<file path="config.mk">
export PLATFORM = sky130hd
export DESIGN_NAME = register_command_framer_crc5_top
export DESIGN_NICKNAME = d
export VERILOG_FILES = /design/src/rtl/core/rcf_pkg.sv /design/src/rtl/core/rcf_front.sv /design/src/rtl/core/rcf_queue.sv /design/src/rtl/core/rcf_back.sv /design/src/rtl/core/register_command_framer_crc5_top.sv
export SDC_FILE = /design/constraint.sdc
export NUM_CORES = 1
export LEC_CHECK = 0
export ABC_AREA = 1
export BUFFER_PORTS_ARGS = -buffer_cell sky130_fd_sc_hd__buf_2
export CAP_MARGIN = 20
export CORE_UTILIZATION = 60
export DETAILED_ROUTE_END_ITERATION = 8
export PLACE_DENSITY = 0.92
export REMOVE_ABC_BUFFERS = 1
export SETUP_SLACK_MARGIN = 0.02
export SYNTH_ARGS = -nofsm -noshare
export SYNTH_HDL_FRONTEND = slang
export SYNTH_HIERARCHICAL = 1
export SYNTH_SLANG_ARGS = --single-unit
</file>
<file path="constraint.sdc">
create_clock -name clk -period 10.3 [get_ports clk]
set_input_delay 0.515 -clock clk [delete_from_list [all_inputs] [get_ports clk]]
set_output_delay 0.515 -clock clk [all_outputs]
set_load 0.02 [all_outputs]
</file>
<file path="src/rtl/core/rcf_pkg.sv">
// Package for the register command framer: command descriptor type,
// frame constants and the byte-wise CRC5 update function.
// No dependencies; used by every module under rtl/core.
package rcf_pkg;

  // Command kinds as carried on the input tuser bit.
  localparam logic KIND_WRITE = 1'b0;
  localparam logic KIND_READ  = 1'b1;

  // Fixed frame bytes.
  localparam logic [7:0] SYNC_BYTE0    = 8'h55;
  localparam logic [7:0] SYNC_BYTE1    = 8'hAA;
  localparam logic [7:0] WRITE_LENGTH  = 8'h09;
  localparam logic [7:0] READ_LENGTH   = 8'h05;
  localparam logic [7:0] READ_TYPE_BIT = 8'h04;
  localparam logic [7:0] TYPE_RESET    = 8'h40;

  // CRC5 seed and feedback polynomial.
  localparam logic [4:0] CRC_INIT = 5'h1F;
  localparam logic [4:0] CRC_POLY = 5'h05;

  // Byte positions within a frame.
  localparam int unsigned IDX_W = 4;
  localparam logic [IDX_W-1:0] IDX_SYNC0   = 4'd0;
  localparam logic [IDX_W-1:0] IDX_SYNC1   = 4'd1;
  localparam logic [IDX_W-1:0] IDX_TYPE    = 4'd2;
  localparam logic [IDX_W-1:0] IDX_LENGTH  = 4'd3;
  localparam logic [IDX_W-1:0] IDX_CHIP    = 4'd4;
  localparam logic [IDX_W-1:0] IDX_REG     = 4'd5;
  localparam logic [IDX_W-1:0] IDX_VAL3    = 4'd6;
  localparam logic [IDX_W-1:0] IDX_VAL2    = 4'd7;
  localparam logic [IDX_W-1:0] IDX_VAL1    = 4'd8;
  localparam logic [IDX_W-1:0] IDX_VAL0    = 4'd9;
  localparam logic [IDX_W-1:0] IDX_WR_LAST = 4'd10;
  localparam logic [IDX_W-1:0] IDX_RD_LAST = 4'd6;

  // One classified command, as handed from the front to the back.
  typedef struct packed {
    logic        kind;
    logic [7:0]  type_byte;
    logic [7:0]  length;
    logic [7:0]  chip_address;
    logic [7:0]  register_address;
    logic [31:0] register_value;
  } cmd_t;

  // Advance the CRC5 over one byte, most significant bit first.
  function automatic logic [4:0] crc5_byte(input logic [4:0] crc_in,
                                           input logic [7:0] data);
    logic [4:0] crc;
    logic       fb;
    crc = crc_in;
    for (int b = 7; b >= 0; b--) begin
      fb  = crc[4] ^ data[b];
      crc = {crc[3:0], 1'b0} ^ (fb ? CRC_POLY : 5'h00);
    end
    return crc;
  endfunction

endpackage

</file>
<file path="src/rtl/core/rcf_front.sv">
// Front end of the framer: holds the type register and classifies each
// command into a descriptor for the queue. Depends on rcf_pkg.
module rcf_front (
  input  logic              clk,
  input  logic              rst,
  input  logic              cfg_valid,
  output logic              cfg_ready,
  input  logic [7:0]        cfg_data,
  input  logic              kind,
  input  logic [7:0]        chip_address,
  input  logic [7:0]        register_address,
  input  logic [31:0]       register_value,
  output rcf_pkg::cmd_t     cmd
);

  logic [7:0] type_base;

  // The type register takes a write on every beat of the config channel.
  assign cfg_ready = 1'b1;

  always_ff @(posedge clk) begin
    if (rst) begin
      type_base <= rcf_pkg::TYPE_RESET;
    end else if (cfg_valid) begin
      type_base <= cfg_data;
    end
  end

  // Reads carry the read bit in the type byte and a shorter length.
  always_comb begin
    cmd.kind             = kind;
    cmd.chip_address     = chip_address;
    cmd.register_address = register_address;
    cmd.register_value   = register_value;
    if (kind == rcf_pkg::KIND_READ) begin
      cmd.type_byte = type_base | rcf_pkg::READ_TYPE_BIT;
      cmd.length    = rcf_pkg::READ_LENGTH;
    end else begin
      cmd.type_byte = type_base;
      cmd.length    = rcf_pkg::WRITE_LENGTH;
    end
  end

endmodule

</file>
<file path="src/rtl/core/rcf_queue.sv">
// Small command queue between front and back, built from registers.
// Depends on rcf_pkg for the descriptor type.
module rcf_queue #(
  parameter int unsigned DEPTH = 2
) (
  input  logic          clk,
  input  logic          rst,
  input  logic          push,
  input  rcf_pkg::cmd_t push_cmd,
  output logic          full,
  input  logic          pop,
  output logic          head_valid,
  output rcf_pkg::cmd_t head_cmd
);

  localparam int unsigned PTR_W = (DEPTH > 1) ? $clog2(DEPTH) : 1;
  localparam int unsigned CNT_W = $clog2(DEPTH + 1);

  rcf_pkg::cmd_t    entries [DEPTH];
  logic [PTR_W-1:0] wr_ptr;
  logic [PTR_W-1:0] rd_ptr;
  logic [CNT_W-1:0] count;

  assign full       = (count == CNT_W'(DEPTH));
  assign head_valid = (count != '0);
  assign head_cmd   = entries[rd_ptr];

  // Entry storage.
  always_ff @(posedge clk) begin
    if (push) begin
      entries[wr_ptr] <= push_cmd;
    end
  end

  // Pointers and fill count; push and pop may share a cycle.
  always_ff @(posedge clk) begin
    if (rst) begin
      wr_ptr <= '0;
      rd_ptr <= '0;
      count  <= '0;
    end else begin
      if (push) begin
        wr_ptr <= (wr_ptr == PTR_W'(DEPTH - 1)) ? '0 : wr_ptr + 1'b1;
      end
      if (pop) begin
        rd_ptr <= (rd_ptr == PTR_W'(DEPTH - 1)) ? '0 : rd_ptr + 1'b1;
      end
      if (push && !pop) begin
        count <= count + 1'b1;
      end else if (pop && !push) begin
        count <= count - 1'b1;
      end
    end
  end

endmodule

</file>
<file path="src/rtl/core/rcf_back.sv">
// Back end of the framer: walks the head command byte by byte, runs the
// CRC5 and drives the registered output stream. Depends on rcf_pkg.
module rcf_back (
  input  logic          clk,
  input  logic          rst,
  input  logic          head_valid,
  input  rcf_pkg::cmd_t head_cmd,
  output logic          pop,
  output logic          m_tvalid,
  input  logic          m_tready,
  output logic [7:0]    m_tdata,
  output logic          m_tlast
);

  logic [rcf_pkg::IDX_W-1:0] idx;
  logic [4:0]                crc;
  logic [4:0]                crc_in;
  logic [4:0]                crc_next;
  logic [rcf_pkg::IDX_W-1:0] last_idx;
  logic                      is_last;
  logic                      advance;
  logic [7:0]                frame_byte;

  assign last_idx = (head_cmd.kind == rcf_pkg::KIND_READ) ? rcf_pkg::IDX_RD_LAST
                                                         : rcf_pkg::IDX_WR_LAST;
  assign is_last  = (idx == last_idx);
  assign advance  = head_valid && (!m_tvalid || m_tready);
  assign pop      = advance && is_last;

  // Byte for the current position; the last position carries the CRC.
  always_comb begin
    if (is_last) begin
      frame_byte = {crc, 3'b000};
    end else begin
      case (idx)
        rcf_pkg::IDX_SYNC0:  frame_byte = rcf_pkg::SYNC_BYTE0;
        rcf_pkg::IDX_SYNC1:  frame_byte = rcf_pkg::SYNC_BYTE1;
        rcf_pkg::IDX_TYPE:   frame_byte = head_cmd.type_byte;
        rcf_pkg::IDX_LENGTH: frame_byte = head_cmd.length;
        rcf_pkg::IDX_CHIP:   frame_byte = head_cmd.chip_address;
        rcf_pkg::IDX_REG:    frame_byte = head_cmd.register_address;
        rcf_pkg::IDX_VAL3:   frame_byte = head_cmd.register_value[31:24];
        rcf_pkg::IDX_VAL2:   frame_byte = head_cmd.register_value[23:16];
        rcf_pkg::IDX_VAL1:   frame_byte = head_cmd.register_value[15:8];
        rcf_pkg::IDX_VAL0:   frame_byte = head_cmd.register_value[7:0];
        default:             frame_byte = 8'h00;
      endcase
    end
  end

  // The CRC restarts on the type byte; earlier values are overwritten.
  assign crc_in   = (idx == rcf_pkg::IDX_TYPE) ? rcf_pkg::CRC_INIT : crc;
  assign crc_next = rcf_pkg::crc5_byte(crc_in, frame_byte);

  // Sequencer position and output valid.
  always_ff @(posedge clk) begin
    if (rst) begin
      idx      <= '0;
      m_tvalid <= 1'b0;
    end else if (advance) begin
      m_tvalid <= 1'b1;
      idx      <= is_last ? '0 : idx + 1'b1;
    end else if (m_tready) begin
      m_tvalid <= 1'b0;
    end
  end

  // Payload registers.
  always_ff @(posedge clk) begin
    if (advance) begin
      m_tdata <= frame_byte;
      m_tlast <= is_last;
      crc     <= crc_next;
    end
  end

endmodule

</file>
<file path="src/rtl/core/register_command_framer_crc5_top.sv">
// Register command framer with CRC5 trailer, top level.
// Commands queue up to QUEUE_DEPTH; the first byte of a frame passes a queue
// entry and the output register. One output byte per cycle while a command
// waits and m_tready accepts; a write frame is 11 bytes, a read frame 7.
// Reset (rst, synchronous): empties the queue and output, type byte to 0x40.
// Depends on rcf_pkg, rcf_front, rcf_queue and rcf_back.
module register_command_framer_crc5_top #(
  parameter int unsigned QUEUE_DEPTH = 2
) (
  input  logic        clk,
  input  logic        rst,
  // Configuration: command_type_byte.
  input  logic        cfg_valid,
  output logic        cfg_ready,
  input  logic [7:0]  cfg_data,
  // Command input.
  input  logic        s_tvalid,
  output logic        s_tready,
  input  logic [47:0] s_tdata,  // chip_address[7:0], register_address[15:8],
                                // register_value[47:16]
  input  logic        s_tuser,  // kind
  // Frame byte output.
  output logic        m_tvalid,
  input  logic        m_tready,
  output logic [7:0]  m_tdata,  // frame_byte[7:0]
  output logic        m_tlast   // last_byte
);

  rcf_pkg::cmd_t front_cmd;
  rcf_pkg::cmd_t head_cmd;
  logic          queue_full;
  logic          head_valid;
  logic          pop;
  logic          push;

  assign s_tready = !queue_full;
  assign push     = s_tvalid && s_tready;

  rcf_front u_front (
    .clk              (clk),
    .rst              (rst),
    .cfg_valid        (cfg_valid),
    .cfg_ready        (cfg_ready),
    .cfg_data         (cfg_data),
    .kind             (s_tuser),
    .chip_address     (s_tdata[7:0]),
    .register_address (s_tdata[15:8]),
    .register_value   (s_tdata[47:16]),
    .cmd              (front_cmd)
  );

  rcf_queue #(
    .DEPTH (QUEUE_DEPTH)
  ) u_queue (
    .clk        (clk),
    .rst        (rst),
    .push       (push),
    .push_cmd   (front_cmd),
    .full       (queue_full),
    .pop        (pop),
    .head_valid (head_valid),
    .head_cmd   (head_cmd)
  );

  rcf_back u_back (
    .clk        (clk),
    .rst        (rst),
    .head_valid (head_valid),
    .head_cmd   (head_cmd),
    .pop        (pop),
    .m_tvalid   (m_tvalid),
    .m_tready   (m_tready),
    .m_tdata    (m_tdata),
    .m_tlast    (m_tlast)
  );

endmodule
</file>
# --- After elaboration in Yosys (flattened, before gate mapping) ---
# Memory sizes are Yosys's and may differ from the RTL's. A register that Yosys moved wholly into a read port is not among the register bits.
# Cells that the tools add are included.
# Widths: inputs -> output; s select.
classes:
  add_sub_neg: 5
  eq_ne: 11
  muxes: 24
  n_bitwise: 16
  n_reduce_logical: 14
op_table:
  columns: ["operator", "count"]
  rows:
  - ["$pmux 8 s10", 1]
  - ["$xor 5x5->5", 8]
  - ["$mux 3", 8]
  - ["$eq 4x3->1 const B", 4]
  - ["$mux 11", 1]
  - ["$eq 4x2->1 const B", 2]
  - ["$eq 4x4->1 const B", 2]
  - ["$mux 1", 8]
  - ["$mux 4", 2]
  - ["$mux 8", 1]
  - ["$xor 1x1->1", 8]
  - ["$reduce_bool 2->1", 3]
  - ["$logic_and 1x1->1", 5]
  - ["$mux 5", 1]
  - ["$add 4x1->4 const B", 1]
  - ["$eq 4x1->1 const B", 1]
  - ["$eq 4x4->1", 1]
  - ["$logic_not 1->1", 4]
  - ["$logic_not 4->1", 1]
  - ["$mux 2", 2]
  - ["$add 1x1->1 const B", 2]
  - ["$add 2x1->2 const B", 1]
  - ["$eq 2x2->1 const B", 1]
  - ["$sub 2x1->2 const B", 1]
  - ["$logic_or 1x1->1", 1]
totals:
  reg_bits: 31
  mem_bits_rw: 130
  output_inout_bits: 12
  mem_count: 1
memory_table:
  columns: ["memory", "words", "width", "read_ports", "rd_ports_with_merged_regs", "wr", "line", "rtl"]
  rows:
  - ["u_queue.entries", 2, 65, 1, 1, 1, "rcf_queue.sv:19", "rcf_pkg::cmd_t entries [DEPTH];"]

# --- Depth between registers and ports, before layout ---
logic_depth:
  depth_word: 27
  ltp_mapped: 18

# --- By module ---
# Netlist, hierarchy kept.
modules_own_cells:
  columns: ["mod", "n_inst", "cells_per_inst", "area_per_inst_um2"]
  rows:
  - ["rcf_queue", 1, 235, 5122.4]
  - ["rcf_back", 1, 300, 1751.7]
  - ["rcf_front", 1, 118, 839.6]
  - ["register_command_framer_crc5_top", 1, 3, 13.8]

# --- Worst setup path after synthesis ---
# OpenSTA, ideal clock, no wires.
synth_path:
  kind: "input-to-reg"
  from: "input s_tvalid"
  to: "memory u_queue/entries[0][0] in the netlist's numbering (enable)"
  setup_time_ns: 0.489
  t_arrival_ns: 3.458
  path_slack_ns: 6.353
  cell_stages: 4
  path_buffers: 0
  cell_sequence: "inv_1 -> nor2_2 -> inv_1 -> nor2_1"
synth_between:
  elab_chain_len: 3
synth_rtl:
  columns: ["element", "line", "rtl"]
  rows:
  - ["start, declared", "register_command_framer_crc5_top.sv:17", "input logic s_tvalid,"]
  - ["$logic_and 1x1->1", "register_command_framer_crc5_top.sv:37", "assign push = s_tvalid && s_tready;"]
  - ["named net push", "register_command_framer_crc5_top.sv:34", "logic push;"]
  - ["$mux 1", "rcf_queue.sv:30", "if (push) begin"]
  - ["$mux 1 (implied by the code)", "rcf_queue.sv:31", "entries[wr_ptr] <= push_cmd;"]
  - ["end, declared", "rcf_queue.sv:19", null]
# The timed path passes the listed nets, and every way through them passes these cells.

==> metrics.txt <==
CTS resizes 0; clock sink total 162; CP Launch Type flop; Peak Freq 326 MHz; Fin. Hold Viols 0; count of cell types in the netlist 33; setup_tns 0 ps; Die Area 0.0133 mm²; gpl congestion 0.851; CP required 10490 ps; most frequent cells after synthesis 144 x edfxtp_1, 132 x nand2_1, 64 x buf_4; root buffer cell clkbuf_16; largest net degree at the start of global routing 67; synthesis-stage register bit count 162; Synth async-reset ratio 0%; clock slew at reported path FFs 70 ps; sequential cell area fraction in the yosys report 60.6%; CTS tree done; initial antenna violation count 0; top-area cell type share of the netlist area 56.0%; Starting DRT DRC Count 437; minimum clock period 3070 ps; diodes inserted 0; Setup Buffers After CTS 0; Mapped Area 0.00773 mm²; main combinational cell family by area after synthesis simple AND/OR/NAND/NOR gates; synthesized area per cell 11.8 µm²; critical path fanouts, max 47; Core Box Area 0.0126 mm²; worst skew pair latency 430 ps; CTS H-Tree Depth 4; Vias 4612; Pwr Density 210 mW/mm²; port buffer count 72; CTS Buffer Depth 2; I/O pin cnt 74; RSZ-0062 raised after global routing no; nets@finish 742; max-slew violations 0; vias in the first global route 4755; Crit. End Element flop; area share of fa/ha/maj cells after synthesis 0.162%; Synth Instances 656; Die X 115 µm; status complete, no violations; initial core utilization 61.5%; Yosys warnings 6; area leader, netlist edfxtp_1; Clock Skew 9.30 ps; FP Rows 41; Final period util 29.8%; total track usage 23.3%; synth top area cells edfxtp_1 56%, mux2_4 9.7%, nand2_1 6.4%; Vias per Instance 5.34; Max IR drop VDD 0.171 mV; cts hold-fix bufs 0; Synth Area in Compound Gates 1.39%; Synth-to-Final Area Change 8.47%; worst rel slew slack 39.3%; HPWL after detailed placement 9190 µm; EDFF count, synth 144; share of layout cells above drive strength 1 29.3%; global-route wire length before repair 22900 µm; number of iterations in the first detailed-routing pass 5; post-route DRC violation count 0; total power after layout 1.76 mW; Leak 3.47 nW; DP Area 0.00776 mm²; Top FF cell, synth edfxtp_1; Finished Cell Area 0.00838 mm²; Die H 115 µm; area share of xor/xnor cells in the synthesized design 0.227%; Worst Hold Class primary input to flop; most common cell in the netlist edfxtp_1; Wirelength per Cell 16.8 µm; CP Class flop to flop; Final setup viols 0; post-synthesis simple-gate area fraction 15.1%; WP data arrival 3260 ps; ANT nets after route 0; Worst Tran Pin Value 910 ps; TritonCTS Buffers 17; gr ovfl total 0; post-synthesis mux area share 11.9%; final wirelength 14500 µm; Max-Cap Viols 0
[metrics by stage]
stage	utilization, %	worst slack (ps)	hold WS [ps]	cells
3_5_place_dp	61.7	7060	443	831
3_3_place_gp	61.7	7170	438	831
4_1_cts	66.5	7030	255	863
6_report	66.7	7230	275	864
2_1_floorplan	-	6050	426	585
5_1_grt	66.7	7000	260	864
[per-layer routing]
layer  up-vias  track usage, %  part of all wire [%]
met4         0            11.6                   2.8
met2       187            38.4                    51
li1       2190               -                     -
met5         -               0                     0
met3        47            7.17                   5.8
met1      2188            27.9                    40
[cell type report]
type                            count  area, µm²
Clock inverter                     15        171
Fill cell                         872       4190
Multi-Input combinational cell    364       2260
Timing Repair Buffer               75        403
Tap cell                          172        215
Inverter                           59        221
Sequential cell                   162       4690
Clock buffer                       17        425
[worst max-delay path: stages (launching register included)]
cell,delay [ps]
dfxtp_4,560
buf_16,320
mux2_2,390
o21ai_0,300
nand2_2,250
inv_2,200
nand2_1,90
nand2_1,100
nand2_1,60
nand2_1,70
nor2_1,40
nor2_1,160
nand2_1,100
nand3_1,90
nand2_1,50
[cells in the final DEF, fill, tap and decap left out, types with 4 or more instances in the layout]
| cell type | n |
|---|---|
| edfxtp_1 | 144 |
| nand2_1 | 132 |
| buf_2 | 72 |
| nor2_1 | 62 |
| inv_1 | 52 |
| mux2_4 | 50 |
| nand3_1 | 48 |
| clkbuf_16 | 17 |
| dfxtp_1 | 17 |
| mux2_2 | 15 |
| nand2_2 | 10 |
| inv_6 | 7 |
| inv_2 | 7 |
| conb_1 | 7 |
| o21ai_0 | 6 |
| a21oi_1 | 5 |
| nor2_2 | 4 |
| clkinv_4 | 4 |
| nor2_4 | 4 |
| nand4_1 | 4 |
[flip-flops by register name (all words and copies together) (netlist names), named ones only]
register           cells
u_queue/count          2
u_front/type_base      8
u_back/crc             5
u_queue/rd_ptr         1
u_back/m_tvalid        1
u_queue/wr_ptr         1
u_back/m_tlast         1
u_back/m_tdata         8
u_back/idx             4
u_queue/entries      130
[path summary, 6_finish.rpt]
| check | startpoint | endpoint | slack, ps | cells after the start |
|---|---|---|---|---|
| max | flop | u_back/crc[2] | 7230 | 14 |
| min | s_tdata[21] | u_queue/entries[0][5] | 270 | 1 |
| max reg2reg | flop | u_back/crc[2] | 7230 | 14 |
| min reg2reg | u_front/type_base[1] | u_queue/entries[0][57] | 460 | 0 |
[kinds of logic (layout without fill, tap and decap cells)]
kind of cell / count (synthesis) / in the layout
AND/OR/NAND/NOR: 271 / 271
XOR/XNOR: 2 / 2
flip-flops: 162 / 162
buffers and inverters: 135 / 166
AO/OA/AOI/OAI: 18 / 18
other: 2 / 7
multiplexers: 65 / 65
adder cells (fa/ha/maj): 1 / 1
[report_power, final]
group	internal (mW)	total [mW]	switching, mW
logic	0.106	0.305	0.199
clock network	0.363	0.632	0.269
registers	0.796	0.824	0.0289
(Power assumes the default switching activity.)
